$ cat src/rtl/http_request_field_tokenizer_defines.svh
// ----------------------------------------------------------------------------
// HTTP request field tokenizer assertion macros
// Shared concurrent assertion forms for the tokenizer RTL.
// ----------------------------------------------------------------------------
`ifndef HTTP_REQUEST_FIELD_TOKENIZER_DEFINES_SVH
`define HTTP_REQUEST_FIELD_TOKENIZER_DEFINES_SVH

// Consequent must hold in the same cycle as the antecedent.
`define HRFT_ASSERT_NOW(label, clk, rstn, ante, cons, msg) \
    label: assert property (@(posedge clk) disable iff (!rstn) (ante) |-> (cons)) \
        else $error(msg);

// Consequent must hold in the cycle after the antecedent.
`define HRFT_ASSERT_NEXT(label, clk, rstn, ante, cons, msg) \
    label: assert property (@(posedge clk) disable iff (!rstn) (ante) |=> (cons)) \
        else $error(msg);

`endif

$ cat src/rtl/hrft_pkg.sv
// ----------------------------------------------------------------------------
// HTTP request field tokenizer package
// Payload types, result codes, register map and defaults.
// ----------------------------------------------------------------------------
package hrft_pkg;

    localparam int HRFT_PATH_MAX_BYTES   = 2048;
    localparam int HRFT_HEADER_INDEX_MAX = 255;

    // Result queue depth; an input transfer needs room for two results.
    localparam int HRFT_QUEUE_DEPTH = 4;

    localparam logic [1:0] KIND_BYTE     = 2'd0;
    localparam logic [1:0] KIND_FIELD_END = 2'd1;
    localparam logic [1:0] KIND_REQ_END  = 2'd2;

    localparam logic [2:0] FIELD_METHOD   = 3'd0;
    localparam logic [2:0] FIELD_PATH     = 3'd1;
    localparam logic [2:0] FIELD_PROTOCOL = 3'd2;
    localparam logic [2:0] FIELD_KEY      = 3'd3;
    localparam logic [2:0] FIELD_VALUE    = 3'd4;

    typedef enum logic [2:0] {
        REG_METHOD_LIMIT   = 3'd0,
        REG_PATH_LIMIT     = 3'd1,
        REG_PROTOCOL_LIMIT = 3'd2,
        REG_KEY_LIMIT      = 3'd3,
        REG_VALUE_LIMIT    = 3'd4
    } hrft_reg_t;

    localparam logic [2:0]  METHOD_LIMIT_RST   = 3'd7;
    localparam logic [10:0] PATH_LIMIT_RST     = 11'd2047;
    localparam logic [3:0]  PROTOCOL_LIMIT_RST = 4'd15;
    localparam logic [7:0]  KEY_LIMIT_RST      = 8'd255;
    localparam logic [8:0]  VALUE_LIMIT_RST    = 9'd511;

    typedef struct packed {
        logic [7:0] data_byte;
        logic       restart;
    } hrft_in_t;

    typedef struct packed {
        logic [1:0]  kind;
        logic [2:0]  field;
        logic [7:0]  header_number;
        logic [10:0] offset;
        logic        truncated;
        logic [7:0]  out_byte;
        logic        last;
    } hrft_result_t;

    typedef struct packed {
        logic [2:0]  method_limit;
        logic [10:0] path_limit;
        logic [3:0]  protocol_limit;
        logic [7:0]  key_limit;
        logic [8:0]  value_limit;
    } hrft_limits_t;

    // Up to two results produced by one accepted byte, in order.
    typedef struct packed {
        logic         v0;
        logic         v1;
        hrft_result_t r0;
        hrft_result_t r1;
    } hrft_emit_t;

endpackage

$ cat src/rtl/hrft_parser.sv
// ----------------------------------------------------------------------------
// HTTP request field tokenizer parse engine
// Per-byte parse state and the combinational classification of each byte.
// ----------------------------------------------------------------------------
module hrft_parser #(
    parameter int PATH_MAX_BYTES   = hrft_pkg::HRFT_PATH_MAX_BYTES,
    parameter int HEADER_INDEX_MAX = hrft_pkg::HRFT_HEADER_INDEX_MAX
) (
    input  logic                  aclk,
    input  logic                  aresetn,
    input  logic                  accept,
    input  hrft_pkg::hrft_in_t    in_item,
    input  hrft_pkg::hrft_limits_t limits,
    output hrft_pkg::hrft_emit_t  ev
);
    import hrft_pkg::*;
    `include "http_request_field_tokenizer_defines.svh"

    localparam int HC_W = $clog2(HEADER_INDEX_MAX + 1);
    localparam int PATH_CAP_I = (PATH_MAX_BYTES - 1 < 2047) ? PATH_MAX_BYTES - 1 : 2047;
    localparam logic [10:0] PATH_CAP = 11'(PATH_CAP_I);
    localparam logic [HC_W-1:0] HC_MAX = HC_W'(HEADER_INDEX_MAX);

    localparam logic [7:0] CH_TAB   = 8'd9;
    localparam logic [7:0] CH_LF    = 8'd10;
    localparam logic [7:0] CH_CR    = 8'd13;
    localparam logic [7:0] CH_SPACE = 8'd32;
    localparam logic [7:0] CH_COLON = 8'd58;

    typedef enum logic [3:0] {
        PH_METHOD     = 4'd0,
        PH_SKIP_PATH  = 4'd1,
        PH_PATH       = 4'd2,
        PH_SKIP_PROTO = 4'd3,
        PH_PROTO      = 4'd4,
        PH_GAP        = 4'd5,
        PH_KEY        = 4'd6,
        PH_VALUE_SKIP = 4'd7,
        PH_VALUE      = 4'd8
    } phase_t;

    phase_t          phase_reg, phase_next;
    logic [10:0]     len_reg, len_next;
    logic [HC_W-1:0] hc_reg, hc_next;
    logic            held_reg, held_next;
    logic            drop_reg, drop_next;
    logic [1:0]      ep_reg, ep_next;

    // State as seen by this byte, after an optional restart.
    phase_t          cur_phase;
    logic [10:0]     cur_len;
    logic [HC_W-1:0] cur_hc;
    logic            cur_held;
    logic            cur_drop;
    logic [1:0]      cur_ep;

    logic [7:0]      b;
    logic            ws;
    logic            keep_a, keep_b, end_f, req_end;
    logic [2:0]      fa, fe;
    logic [7:0]      ba;
    logic [10:0]     lim_a, lim_v, len_a;
    logic            a_ok, b_ok, drop_a;
    logic [HC_W+7:0] hc_ext;
    logic [7:0]      hnum;
    hrft_result_t    byte_a, byte_b, end_res, req_res;
    logic            in_value, req_out, state_clear, pair_ok;

    function automatic logic [10:0] lim_of(input logic [2:0] f, input hrft_limits_t l);
        logic [10:0] r;
        r = 11'd0;
        case (f)
            FIELD_METHOD:   r = {8'd0, l.method_limit};
            FIELD_PATH:     r = (l.path_limit > PATH_CAP) ? PATH_CAP : l.path_limit;
            FIELD_PROTOCOL: r = {7'd0, l.protocol_limit};
            FIELD_KEY:      r = {3'd0, l.key_limit};
            FIELD_VALUE:    r = {2'd0, l.value_limit};
            default:        r = 11'd0;
        endcase
        return r;
    endfunction

    assign b  = in_item.data_byte;
    assign ws = (b == CH_SPACE) || ((b >= CH_TAB) && (b <= CH_CR));

    always_comb begin
        if (in_item.restart) begin
            cur_phase = PH_METHOD;
            cur_len   = 11'd0;
            cur_hc    = '0;
            cur_held  = 1'b0;
            cur_drop  = 1'b0;
            cur_ep    = 2'd0;
        end else begin
            cur_phase = phase_reg;
            cur_len   = len_reg;
            cur_hc    = hc_reg;
            cur_held  = held_reg;
            cur_drop  = drop_reg;
            cur_ep    = ep_reg;
        end
    end

    // Phase transitions and which actions this byte takes.
    always_comb begin
        phase_next = cur_phase;
        hc_next    = cur_hc;
        held_next  = cur_held;
        ep_next    = cur_ep;
        keep_a     = 1'b0;
        keep_b     = 1'b0;
        end_f      = 1'b0;
        req_end    = 1'b0;
        fa         = FIELD_METHOD;
        fe         = FIELD_METHOD;
        ba         = b;
        unique case (cur_phase)
            PH_SKIP_PATH: begin
                if (!ws) begin
                    phase_next = PH_PATH;
                    keep_a     = 1'b1;
                    fa         = FIELD_PATH;
                end
            end
            PH_PATH: begin
                if (ws) begin
                    end_f      = 1'b1;
                    fe         = FIELD_PATH;
                    phase_next = PH_SKIP_PROTO;
                    ep_next    = (b == CH_CR) ? 2'd1 : 2'd0;
                end else begin
                    keep_a = 1'b1;
                    fa     = FIELD_PATH;
                end
            end
            PH_SKIP_PROTO: begin
                if (!ws) begin
                    phase_next = PH_PROTO;
                    keep_a     = 1'b1;
                    fa         = FIELD_PROTOCOL;
                end
            end
            PH_PROTO: begin
                if (ws) begin
                    end_f      = 1'b1;
                    fe         = FIELD_PROTOCOL;
                    phase_next = PH_GAP;
                    ep_next    = (b == CH_CR) ? 2'd1 : 2'd0;
                end else begin
                    keep_a = 1'b1;
                    fa     = FIELD_PROTOCOL;
                end
            end
            PH_GAP: begin
                // ep counts progress through the CR LF CR LF end marker.
                if (b == CH_CR) begin
                    ep_next = (cur_ep == 2'd2) ? 2'd3 : 2'd1;
                end else if (b == CH_LF) begin
                    if (cur_ep == 2'd1) begin
                        ep_next = 2'd2;
                    end else if (cur_ep == 2'd3) begin
                        req_end    = 1'b1;
                        phase_next = PH_METHOD;
                        hc_next    = '0;
                        held_next  = 1'b0;
                        ep_next    = 2'd0;
                    end else begin
                        ep_next = 2'd0;
                    end
                end else if (ws) begin
                    ep_next = 2'd0;
                end else begin
                    ep_next    = 2'd0;
                    phase_next = PH_KEY;
                    keep_a     = 1'b1;
                    fa         = FIELD_KEY;
                end
            end
            PH_KEY: begin
                if (b == CH_COLON) begin
                    end_f      = 1'b1;
                    fe         = FIELD_KEY;
                    phase_next = PH_VALUE_SKIP;
                end else begin
                    keep_a = 1'b1;
                    fa     = FIELD_KEY;
                end
            end
            PH_VALUE_SKIP: begin
                if (b == CH_CR) begin
                    held_next  = 1'b1;
                    phase_next = PH_VALUE;
                end else if (!ws) begin
                    phase_next = PH_VALUE;
                    keep_a     = 1'b1;
                    fa         = FIELD_VALUE;
                end
            end
            PH_VALUE: begin
                if (cur_held) begin
                    held_next = 1'b0;
                    if (b == CH_LF) begin
                        end_f      = 1'b1;
                        fe         = FIELD_VALUE;
                        phase_next = PH_GAP;
                        ep_next    = 2'd2;
                        if (cur_hc < HC_MAX) begin
                            hc_next = cur_hc + HC_W'(1);
                        end
                    end else begin
                        // The held CR turns into a value byte ahead of this one.
                        keep_a = 1'b1;
                        fa     = FIELD_VALUE;
                        ba     = CH_CR;
                        if (b == CH_CR) begin
                            held_next = 1'b1;
                        end else begin
                            keep_b = 1'b1;
                        end
                    end
                end else if (b == CH_CR) begin
                    held_next = 1'b1;
                end else begin
                    keep_a = 1'b1;
                    fa     = FIELD_VALUE;
                end
            end
            default: begin
                // The method phase; unused codes behave the same way.
                phase_next = PH_METHOD;
                if (ws) begin
                    end_f      = 1'b1;
                    fe         = FIELD_METHOD;
                    phase_next = PH_SKIP_PATH;
                    ep_next    = (b == CH_CR) ? 2'd1 : 2'd0;
                end else begin
                    keep_a = 1'b1;
                    fa     = FIELD_METHOD;
                end
            end
        endcase
    end

    assign lim_a  = lim_of(fa, limits);
    assign lim_v  = lim_of(FIELD_VALUE, limits);
    assign a_ok   = keep_a && (cur_len < lim_a);
    assign len_a  = a_ok ? cur_len + 11'd1 : cur_len;
    assign drop_a = cur_drop | (keep_a & ~a_ok);
    assign b_ok   = keep_b && (len_a < lim_v);

    always_comb begin
        if (end_f || req_end) begin
            len_next  = 11'd0;
            drop_next = 1'b0;
        end else begin
            len_next  = b_ok ? len_a + 11'd1 : len_a;
            drop_next = drop_a | (keep_b & ~b_ok);
        end
    end

    assign hc_ext = {8'd0, cur_hc};
    assign hnum   = hc_ext[7:0];

    always_comb begin
        byte_a = '{kind: KIND_BYTE, field: fa, header_number: hnum, offset: cur_len,
                   truncated: 1'b0, out_byte: ba, last: 1'b0};
        byte_b = '{kind: KIND_BYTE, field: FIELD_VALUE, header_number: hnum, offset: len_a,
                   truncated: 1'b0, out_byte: b, last: 1'b1};
        end_res = '{kind: KIND_FIELD_END, field: fe, header_number: hnum, offset: cur_len,
                    truncated: cur_drop, out_byte: 8'd0, last: 1'b0};
        req_res = '{kind: KIND_REQ_END, field: FIELD_METHOD, header_number: hnum,
                    offset: 11'd0, truncated: 1'b0, out_byte: 8'd0, last: 1'b0};

        ev.v1 = accept && a_ok && b_ok;
        ev.v0 = accept && (end_f || req_end || a_ok || b_ok);
        ev.r1 = byte_b;
        if (end_f) begin
            ev.r0 = end_res;
        end else if (req_end) begin
            ev.r0 = req_res;
        end else if (a_ok) begin
            ev.r0 = byte_a;
        end else begin
            ev.r0 = byte_b;
        end
        ev.r0.last = !(a_ok && b_ok);
    end

    always_ff @(posedge aclk) begin
        if (!aresetn) begin
            phase_reg <= PH_METHOD;
            len_reg   <= 11'd0;
            hc_reg    <= '0;
            held_reg  <= 1'b0;
            drop_reg  <= 1'b0;
            ep_reg    <= 2'd0;
        end else if (accept) begin
            phase_reg <= phase_next;
            len_reg   <= len_next;
            hc_reg    <= hc_next;
            held_reg  <= held_next;
            drop_reg  <= drop_next;
            ep_reg    <= ep_next;
        end
    end

    assign in_value    = (phase_reg == PH_VALUE);
    assign req_out     = ev.v0 && (ev.r0.kind == KIND_REQ_END);
    assign state_clear = (phase_reg == PH_METHOD) && (hc_reg == '0);
    assign pair_ok     = (ev.r0.kind == KIND_BYTE) && (ev.r0.field == FIELD_VALUE) &&
                         !ev.r0.last && ev.v0;

    `HRFT_ASSERT_NOW(a_held_in_value, aclk, aresetn, held_reg, in_value, "held CR outside value")
    `HRFT_ASSERT_NOW(a_pair_order, aclk, aresetn, ev.v1, pair_ok, "bad result pair")
    `HRFT_ASSERT_NEXT(a_req_end_clears, aclk, aresetn, req_out, state_clear, "request end left state")

endmodule

$ cat src/rtl/hrft_out_queue.sv
// ----------------------------------------------------------------------------
// HTTP request field tokenizer result queue
// Shift-style queue taking up to two results per cycle and giving one while m_ready is high.
// ----------------------------------------------------------------------------
module hrft_out_queue (
    input  logic                   aclk,
    input  logic                   aresetn,
    input  hrft_pkg::hrft_emit_t   push,
    output logic                   room,
    output logic                   m_valid,
    input  logic                   m_ready,
    output hrft_pkg::hrft_result_t m_data
);
    import hrft_pkg::*;
    `include "http_request_field_tokenizer_defines.svh"

    localparam int DEPTH = HRFT_QUEUE_DEPTH;
    localparam int CNT_W = $clog2(DEPTH + 1);

    hrft_result_t     entry_reg [DEPTH];
    hrft_result_t     entry_next [DEPTH];
    logic [CNT_W-1:0] count_reg, count_next;
    logic [CNT_W-1:0] base;
    logic             pop;
    logic             drain, first_push;
    logic [CNT_W-1:0] count_dec;

    assign pop     = m_valid && m_ready;
    assign m_valid = (count_reg != '0);
    assign m_data  = entry_reg[0];
    // An accepted byte may bring two results, so keep two places free.
    assign room    = (count_reg <= CNT_W'(DEPTH - 2));
    assign base    = count_reg - CNT_W'(pop);

    always_comb begin
        for (int i = 0; i < DEPTH; i++) begin
            entry_next[i] = entry_reg[i];
            if (pop && (i < DEPTH - 1)) begin
                entry_next[i] = entry_reg[(i < DEPTH - 1) ? i + 1 : i];
            end
            if (push.v0 && (base == CNT_W'(i))) begin
                entry_next[i] = push.r0;
            end
            if (push.v1 && (base + CNT_W'(1) == CNT_W'(i))) begin
                entry_next[i] = push.r1;
            end
        end
        count_next = base + CNT_W'(push.v0) + CNT_W'(push.v1);
    end

    always_ff @(posedge aclk) begin
        for (int i = 0; i < DEPTH; i++) begin
            entry_reg[i] <= entry_next[i];
        end
        if (!aresetn) begin
            count_reg <= '0;
        end else begin
            count_reg <= count_next;
        end
    end

    assign drain      = pop && !push.v0;
    assign first_push = (count_reg == '0) && push.v0;
    assign count_dec  = count_reg - CNT_W'(1);

    `HRFT_ASSERT_NOW(a_push_order, aclk, aresetn, push.v1, push.v0, "second result without first")
    `HRFT_ASSERT_NOW(a_pop_count, aclk, aresetn, drain, count_next == count_dec, "pop did not drain")
    `HRFT_ASSERT_NEXT(a_push_shows, aclk, aresetn, first_push, m_valid, "pushed result not shown")

endmodule

$ cat src/rtl/http_request_field_tokenizer.sv
// ----------------------------------------------------------------------------
// HTTP request field tokenizer
// Tags request bytes as method, path, protocol, header key or value.
// ----------------------------------------------------------------------------
//  Channel   Ports                               Handshake
//  input     s_valid, s_ready, s_data            valid/ready, one byte a transfer
//  result    m_valid, m_ready, m_data            valid/ready, one result a transfer
//  config    psel, penable, pwrite, paddr, ...   APB-style, no wait states
//
//  One byte is accepted per cycle while s_ready is high; its results are registered in the queue before they leave.
//  Results wait in a four-entry queue; s_ready drops while more than two are queued,
//  since one byte can produce two results.
//  Reset clears the parse state and loads the limits with their maximum values.
//  A stall on the result side fills the queue and then holds the input side.
module http_request_field_tokenizer #(
    parameter int PATH_MAX_BYTES   = hrft_pkg::HRFT_PATH_MAX_BYTES,
    parameter int HEADER_INDEX_MAX = hrft_pkg::HRFT_HEADER_INDEX_MAX
) (
    input  logic                   aclk,
    input  logic                   aresetn,
    input  logic                   s_valid,
    output logic                   s_ready,
    input  hrft_pkg::hrft_in_t     s_data,
    output logic                   m_valid,
    input  logic                   m_ready,
    output hrft_pkg::hrft_result_t m_data,
    input  logic                   psel,
    input  logic                   penable,
    input  logic                   pwrite,
    input  logic [4:0]             paddr,
    input  logic [31:0]            pwdata,
    output logic [31:0]            prdata,
    output logic                   pready
);
    import hrft_pkg::*;

    logic [2:0]   method_limit_reg;
    logic [10:0]  path_limit_reg;
    logic [3:0]   protocol_limit_reg;
    logic [7:0]   key_limit_reg;
    logic [8:0]   value_limit_reg;
    hrft_limits_t limits;
    hrft_reg_t    reg_sel;
    logic         cfg_wr;
    logic         accept;
    hrft_emit_t   ev;

    assign pready  = 1'b1;
    assign reg_sel = hrft_reg_t'(paddr[4:2]);
    assign cfg_wr  = psel && penable && pwrite;
    assign accept  = s_valid && s_ready;

    assign limits = '{method_limit: method_limit_reg, path_limit: path_limit_reg,
                      protocol_limit: protocol_limit_reg, key_limit: key_limit_reg,
                      value_limit: value_limit_reg};

    always_ff @(posedge aclk) begin
        if (!aresetn) begin
            method_limit_reg   <= METHOD_LIMIT_RST;
            path_limit_reg     <= PATH_LIMIT_RST;
            protocol_limit_reg <= PROTOCOL_LIMIT_RST;
            key_limit_reg      <= KEY_LIMIT_RST;
            value_limit_reg    <= VALUE_LIMIT_RST;
        end else if (cfg_wr) begin
            unique case (reg_sel)
                REG_METHOD_LIMIT:   method_limit_reg   <= pwdata[2:0];
                REG_PATH_LIMIT:     path_limit_reg     <= pwdata[10:0];
                REG_PROTOCOL_LIMIT: protocol_limit_reg <= pwdata[3:0];
                REG_KEY_LIMIT:      key_limit_reg      <= pwdata[7:0];
                REG_VALUE_LIMIT:    value_limit_reg    <= pwdata[8:0];
                default: ;
            endcase
        end
    end

    always_comb begin
        unique case (reg_sel)
            REG_METHOD_LIMIT:   prdata = {29'd0, method_limit_reg};
            REG_PATH_LIMIT:     prdata = {21'd0, path_limit_reg};
            REG_PROTOCOL_LIMIT: prdata = {28'd0, protocol_limit_reg};
            REG_KEY_LIMIT:      prdata = {24'd0, key_limit_reg};
            REG_VALUE_LIMIT:    prdata = {23'd0, value_limit_reg};
            default:            prdata = 32'd0;
        endcase
    end

    hrft_parser #(
        .PATH_MAX_BYTES  (PATH_MAX_BYTES),
        .HEADER_INDEX_MAX(HEADER_INDEX_MAX)
    ) u_parser (
        .aclk   (aclk),
        .aresetn(aresetn),
        .accept (accept),
        .in_item(s_data),
        .limits (limits),
        .ev     (ev)
    );

    hrft_out_queue u_queue (
        .aclk   (aclk),
        .aresetn(aresetn),
        .push   (ev),
        .room   (s_ready),
        .m_valid(m_valid),
        .m_ready(m_ready),
        .m_data (m_data)
    );

endmodule

$ cat config.mk
export PLATFORM = sky130hd
export DESIGN_NAME = http_request_field_tokenizer
export DESIGN_NICKNAME = d
export VERILOG_FILES = /design/src/rtl/hrft_pkg.sv /design/src/rtl/hrft_parser.sv /design/src/rtl/hrft_out_queue.sv /design/src/rtl/http_request_field_tokenizer.sv
export VERILOG_INCLUDE_DIRS = /design/src /design/src/rtl
export SDC_FILE = /design/constraint.sdc
export NUM_CORES = 1
export LEC_CHECK = 0
export ABC_AREA = 1
export BUFFER_PORTS_ARGS = -buffer_cell sky130_fd_sc_hd__buf_4
export CAP_MARGIN = 20
export CORE_MARGIN = 5
export CORE_UTILIZATION = 45
export CTS_BUF_LIST = sky130_fd_sc_hd__clkbuf_16
export CTS_CLUSTER_DIAMETER = 200
export DETAILED_ROUTE_END_ITERATION = 8
export GPL_TIMING_DRIVEN = 0
export MAX_ROUTING_LAYER = met4
export PLACE_DENSITY = 0.66
export SLEW_MARGIN = 5
export SYNTH_ARGS = -nofsm -noshare
export SYNTH_HDL_FRONTEND = slang
export SYNTH_SLANG_ARGS = --single-unit
$ cat constraint.sdc
create_clock -name aclk -period 19.4 [get_ports aclk]
set_clock_uncertainty 0.1 [all_clocks]
set_input_delay 3.88 -clock aclk [delete_from_list [all_inputs] [get_ports aclk]]
set_output_delay 3.88 -clock aclk [all_outputs]
set_load 0.02 [all_outputs]
Yosys cells after proc, flatten, opt, wreduce, memory -nomap -nowiden. Memories as Yosys holds them, arrays and structs flattened. Index checks and enable logic that the tools add are counted. Widths: inputs -> output; s select.

$add $sub $neg: 7. Magnitude comparators: 7. Eq/ne operators: 29. Muxes and demuxes: 112. Bitwise operators: 6. Reduce and logical (&&, ||, !) cells: 38.

Operator list (count): $mux 34 (13); $pmux 11 s5 (2); $mux 8 (11); $mux 4 (15); $mux 11 (5); $mux 1 (35); $mux 32 (1); $pmux 4 s8 (1); $mux 3 (9); $mux 2 (13); $eq 3x2->1 const B (8); $add 11x1->11 const B (2); $logic_and 1x1->1 (19); $pmux 3 s6 (1); $eq 4x3->1 const B (4); $eq 8x4->1 const B (2); $eq 8x6->1 const B (2); $pmux 8 s2 (1); $eq 3x1->1 const B (4); $logic_not 3->1 (4); $pmux 3 s4 (1); $gt 11x11->1 const B (1); $lt 11x11->1 (1); $lt 11x9->1 (1); other kinds (26) (43).

Register bits after elaboration: 65. Memory bits (writable): 136. Input bits: 53. Logic and storage cells: 212. Memories kept: 1.

Memories: u_queue.entry_reg (depth 4, bits a word 34, read ports 4, clocked after memory_dff 0, write ports 4, RTL line hrft_out_queue.sv:20) `hrft_result_t entry_reg [DEPTH];`.

Depth between registers and ports, before layout.
Word-level depth: 19. Gate-level depth with buffers: 41. Gate-level depth less buffers: 35.

Cells and area by module. A second synthesis with hierarchy kept.

Cell total of the unflattened synthesis: 1864. Area, all modules: 13320.3 sq um.

By module, submodules not included: hrft_out_queue (instances 1, cells each 957, area an instance 7679.9 sq um, seq. area each 4144.0 sq um); hrft_parser (instances 1, cells each 641, area an instance 3783.6 sq um, seq. area each 540.5 sq um); http_request_field_tokenizer (instances 1, cells each 266, area an instance 1856.8 sq um, seq. area each 700.7 sq um).

Worst setup path before layout. Ideal clock, no wire load.

Path type: in2reg. From: input port s_data[2] in the netlist's numbering. To: memory u_queue.entry_reg[0][10] in the netlist's numbering (enable). Library setup time: 0.384 ns. Data arrival time: 8.959 ns. Slack: 9.957 ns. Stages on the path: 33. Path buffers: 4. Cells stage by stage: buf_2 -> nor2_1 -> o21ai_0 -> nand2_1 -> and2_1 -> clkbuf_1 -> nand2_1 -> o22ai_1 -> a21oi_1 -> ha_1 -> a21oi_1 -> nor2_1 -> a211oi_1 -> o221a_2 -> nand3_2 -> buf_4 -> buf_4 -> inv_2 -> nand2_1 -> nand2_1 -> inv_1 -> ha_1 -> nand2_1 -> nor2_1 -> a211oi_1 -> o211ai_1 -> clkinv_1 -> nand3_4 -> inv_4 -> nand3_2 -> nand2_2 -> inv_2 -> nand2_1.

RTL lines: start, declared (RTL line http_request_field_tokenizer.sv:23) `input hrft_pkg::hrft_in_t s_data,`; end, declared (RTL line hrft_out_queue.sv:20).

==> qor.yml <==
floorplan:
  rows: 61
  die_width_um: 177
  dieArea_um2: 31200
  die_height_um: 177
  ios: 122
  core_um2: 27600
  initial_utilization_pct: 45.2
cells_and_area:
  layout.nets: 1924
  largest_register_ffs: 136
  area_growth_pct: 15.3
  mostFrequentLayoutCells: "nand2_1 (505), inv_1 (235), nor2_1 (130), nand3_1 (130), nand4_1 (117)"
  utilization_pct: 52.1
  fillers: 2753
  drive_gt1_share_pct: 11.9
  n_antenna_cell: 0
  layout_commonest_cell: "nand2_1"
grt:
  antenna_found_initial: 0
  grt_pass1_vias: 10951
  grt.total_usage_pct: 23.7
  grt_pass1_wl_um: 58100
  overflow: 0
  grt_max_degree: 29
power:
  switching_share_pct: 41.1
  p_leak_nw: 6.86
  p_seq_share_pct: 34.9
  p_comb_share_pct: 44.0
  p_per_area_nw_per_um2: 136
  ir_worst_vdd_mv: 0.0681
  p_switching_uw: 804
  p_int_mw: 1.15
  clkPwrFrac_pct: 21.1
sta:
  post-route-period-util_pct: 52.5
  rsz0062_at_grt: "false"
  finalCriticalPeriod_ps: 10190
  tightest_slew_ps: 815
  setup_viol: 0
  relSlewSlack_pct: 45.7
  finalMaxSlewViolations: 0
  hold_viol: 0
  fmax_mhz: 98.2
  setup_tns_ps: 0
logic_synthesis:
  ys_types: 53
  synth_xor_xnor_area_share_pct: 0.981
  synthAdderAreaFrac_pct: 2.66
  synthCells: 1721
  synth_mux_area_share_pct: 0
  syn_area_um2: 12500
  syn_avg_cell_area_um2: 7.26
  yosys.area_share.simple_pct: 34.1
  synth_top_family_by_area: "simple AND/OR/NAND/NOR gates"
  yosysSeqAreaShare_pct: 40.8
  synth_compound_area_share_pct: 9.28
  ys_ff_latch: 201
  yosysWarnings: 0
clocking:
  clockBufferDepth: 3
  clkLatencyLatePin_ps: 530
  cts-buffers-inserted: 25
  ctsHoldBuffers: 0
  cts_sinks: 201
  post_cts_buffers: 0
  post_cts_resized: 0
  root_buffer: "clkbuf_16"
  clk_pin_slew_ps: 50
  cts_max_level: 1
  cts_tree: "yes"
worst_setup_path:
  worstSetupStartpointType: "input pin"
  cp_common_cell: "nand2_1"
  worst-path-buf-inv: 10
  slowest_stage: "clkbuf_1"
  crit_type: "input pin to flop"
  cpLargestDelayFamily: "simple AND/OR/NAND/NOR gates"
  crit_fanout: 19
  cpPeakStageDelay_ps: 370
  cp.required_ps: 19540
  endpoint_kind: "flop"
  critPathArrivalTime_ps: 10330
drt:
  drtIter0Drc: 956
  drtPass1Iterations: 5
  routed_wl_um: 36400
  vias: 11672
  routedWlPerCell_um: 16.3
  vias_per_cell: 5.21
  ant_nets: 0
  drc_errors: 0
placement:
  hpwl_um: 28700
  io_buffers: 72
  gp_congestion: 0.945
status:
  status: "finished, final reports clean"
run:
  cap_viol_max_count: 0
min_path:
  min_path_type: "flop to flop"
[synth_stat cells, drive strengths merged]
cell type | count | area, um2
a211oi | 3 | 22.5
a21boi | 1 | 7.51
a21oi | 52 | 260
a221o | 1 | 10.0
a221oi | 8 | 70.1
a22oi | 1 | 7.51
a311oi | 2 | 17.5
a31oi | 4 | 25.0
a32oi | 1 | 8.76
and2 | 1 | 6.26
buf | 67 | 457
clkbuf | 34 | 128
clkinv | 5 | 18.8
conb | 2 | 7.51
dfxtp | 93 | 1860
edfxtp | 108 | 3240
fa | 1 | 20.0
ha | 25 | 313
inv | 242 | 911
nand2 | 513 | 1970
nand3 | 140 | 803
nand4 | 119 | 774
nor2 | 140 | 579
nor3 | 21 | 110
nor4 | 2 | 12.5
o211ai | 24 | 180
o21ai | 71 | 359
o21bai | 1 | 7.51
o221a | 1 | 11.3
o221ai | 5 | 43.8
o22ai | 14 | 87.6
o311ai | 1 | 8.76
o31ai | 2 | 15.0
o32ai | 1 | 8.76
o41ai | 1 | 8.76
xor2 | 14 | 123
[final timing paths]
check	start	slack [ps]	endpoint	depth (start not counted)
worst max-delay path	s_data[4]	9210	u_queue.entry_reg[0][10]	35
worst max register to register	u_parser.phase_reg[2]	12580	u_queue.entry_reg[0][10]	34
worst min-delay path	u_parser.drop_reg	360	u_parser.drop_reg	2
worst min register to register	u_parser.drop_reg	360	u_parser.drop_reg	2
[per-layer routing]
layer	part of all wire [%]	vias up	routed length, um	global-route usage, %
li1	-	5937	-	-
met1	45	5236	16600	32.0
met2	45	433	16500	37.6
met3	6.6	66	2410	3.23
met4	2.8	0	1020	6.80
met5	0	-	0	-
[power groups by stage]
| stage | sequential (mW) | clock [mW] | combinational [mW] |
|---|---|---|---|
| after global placement | 0.693 | 0 | 0.809 |
| after CTS | 0.689 | 0.420 | 0.825 |
| final | 0.684 | 0.414 | 0.861 |
| after detailed placement | 0.697 | 0 | 0.820 |
| after global routing | 0.696 | 0.440 | 0.960 |
| after floorplan | 0.736 | 0 | 0.530 |
[through the flow]
stage               power, mW  cells  area [um2]  setup slack [ps]  hold WS (ps)
detailed placement       1.52   2192       13600              8330           357
finish                   1.96   2241       14400              9210           364
global placement         1.50   2191       13600              8390           353
floorplan                1.27   1741       12600              9960           345
CTS                      1.93   2237       14300              8880           365
global route             2.10   2241       14400              8710           389
[kinds of logic (layout without fill, tap and decap cells)]
kind of cell / after synthesis / after routing
and+or+nand+nor: 936 / 936
buffers and inverters: 348 / 470
other: 2 / 22
xor gates and xnor gates: 14 / 14
DFF: 201 / 201
AOI/OAI and AO/OA: 194 / 194
adders and majority gates: 26 / 26
[worst min-delay path: cells and delay by family, from the launching register on]
family | cells | cell delay (ps)
DFF | 1 | 300
and+or+nand+nor | 1 | 60
AOI/OAI and AO/OA | 1 | 60
[final cells by class]
class                   instances  area (um2)  area share (%)
inverters                     247         930            6.45
well taps                     378         473            3.28
plain buffers                 101         584            4.06
flip-flops and latches        201        5100            35.4
clock buffers                  25         626            4.34
repair buffers                 77         638            4.43
clock inverters                20        98.8           0.686
multi-input cells            1192        5950            41.3
Power figures use the tool's default switching activity.
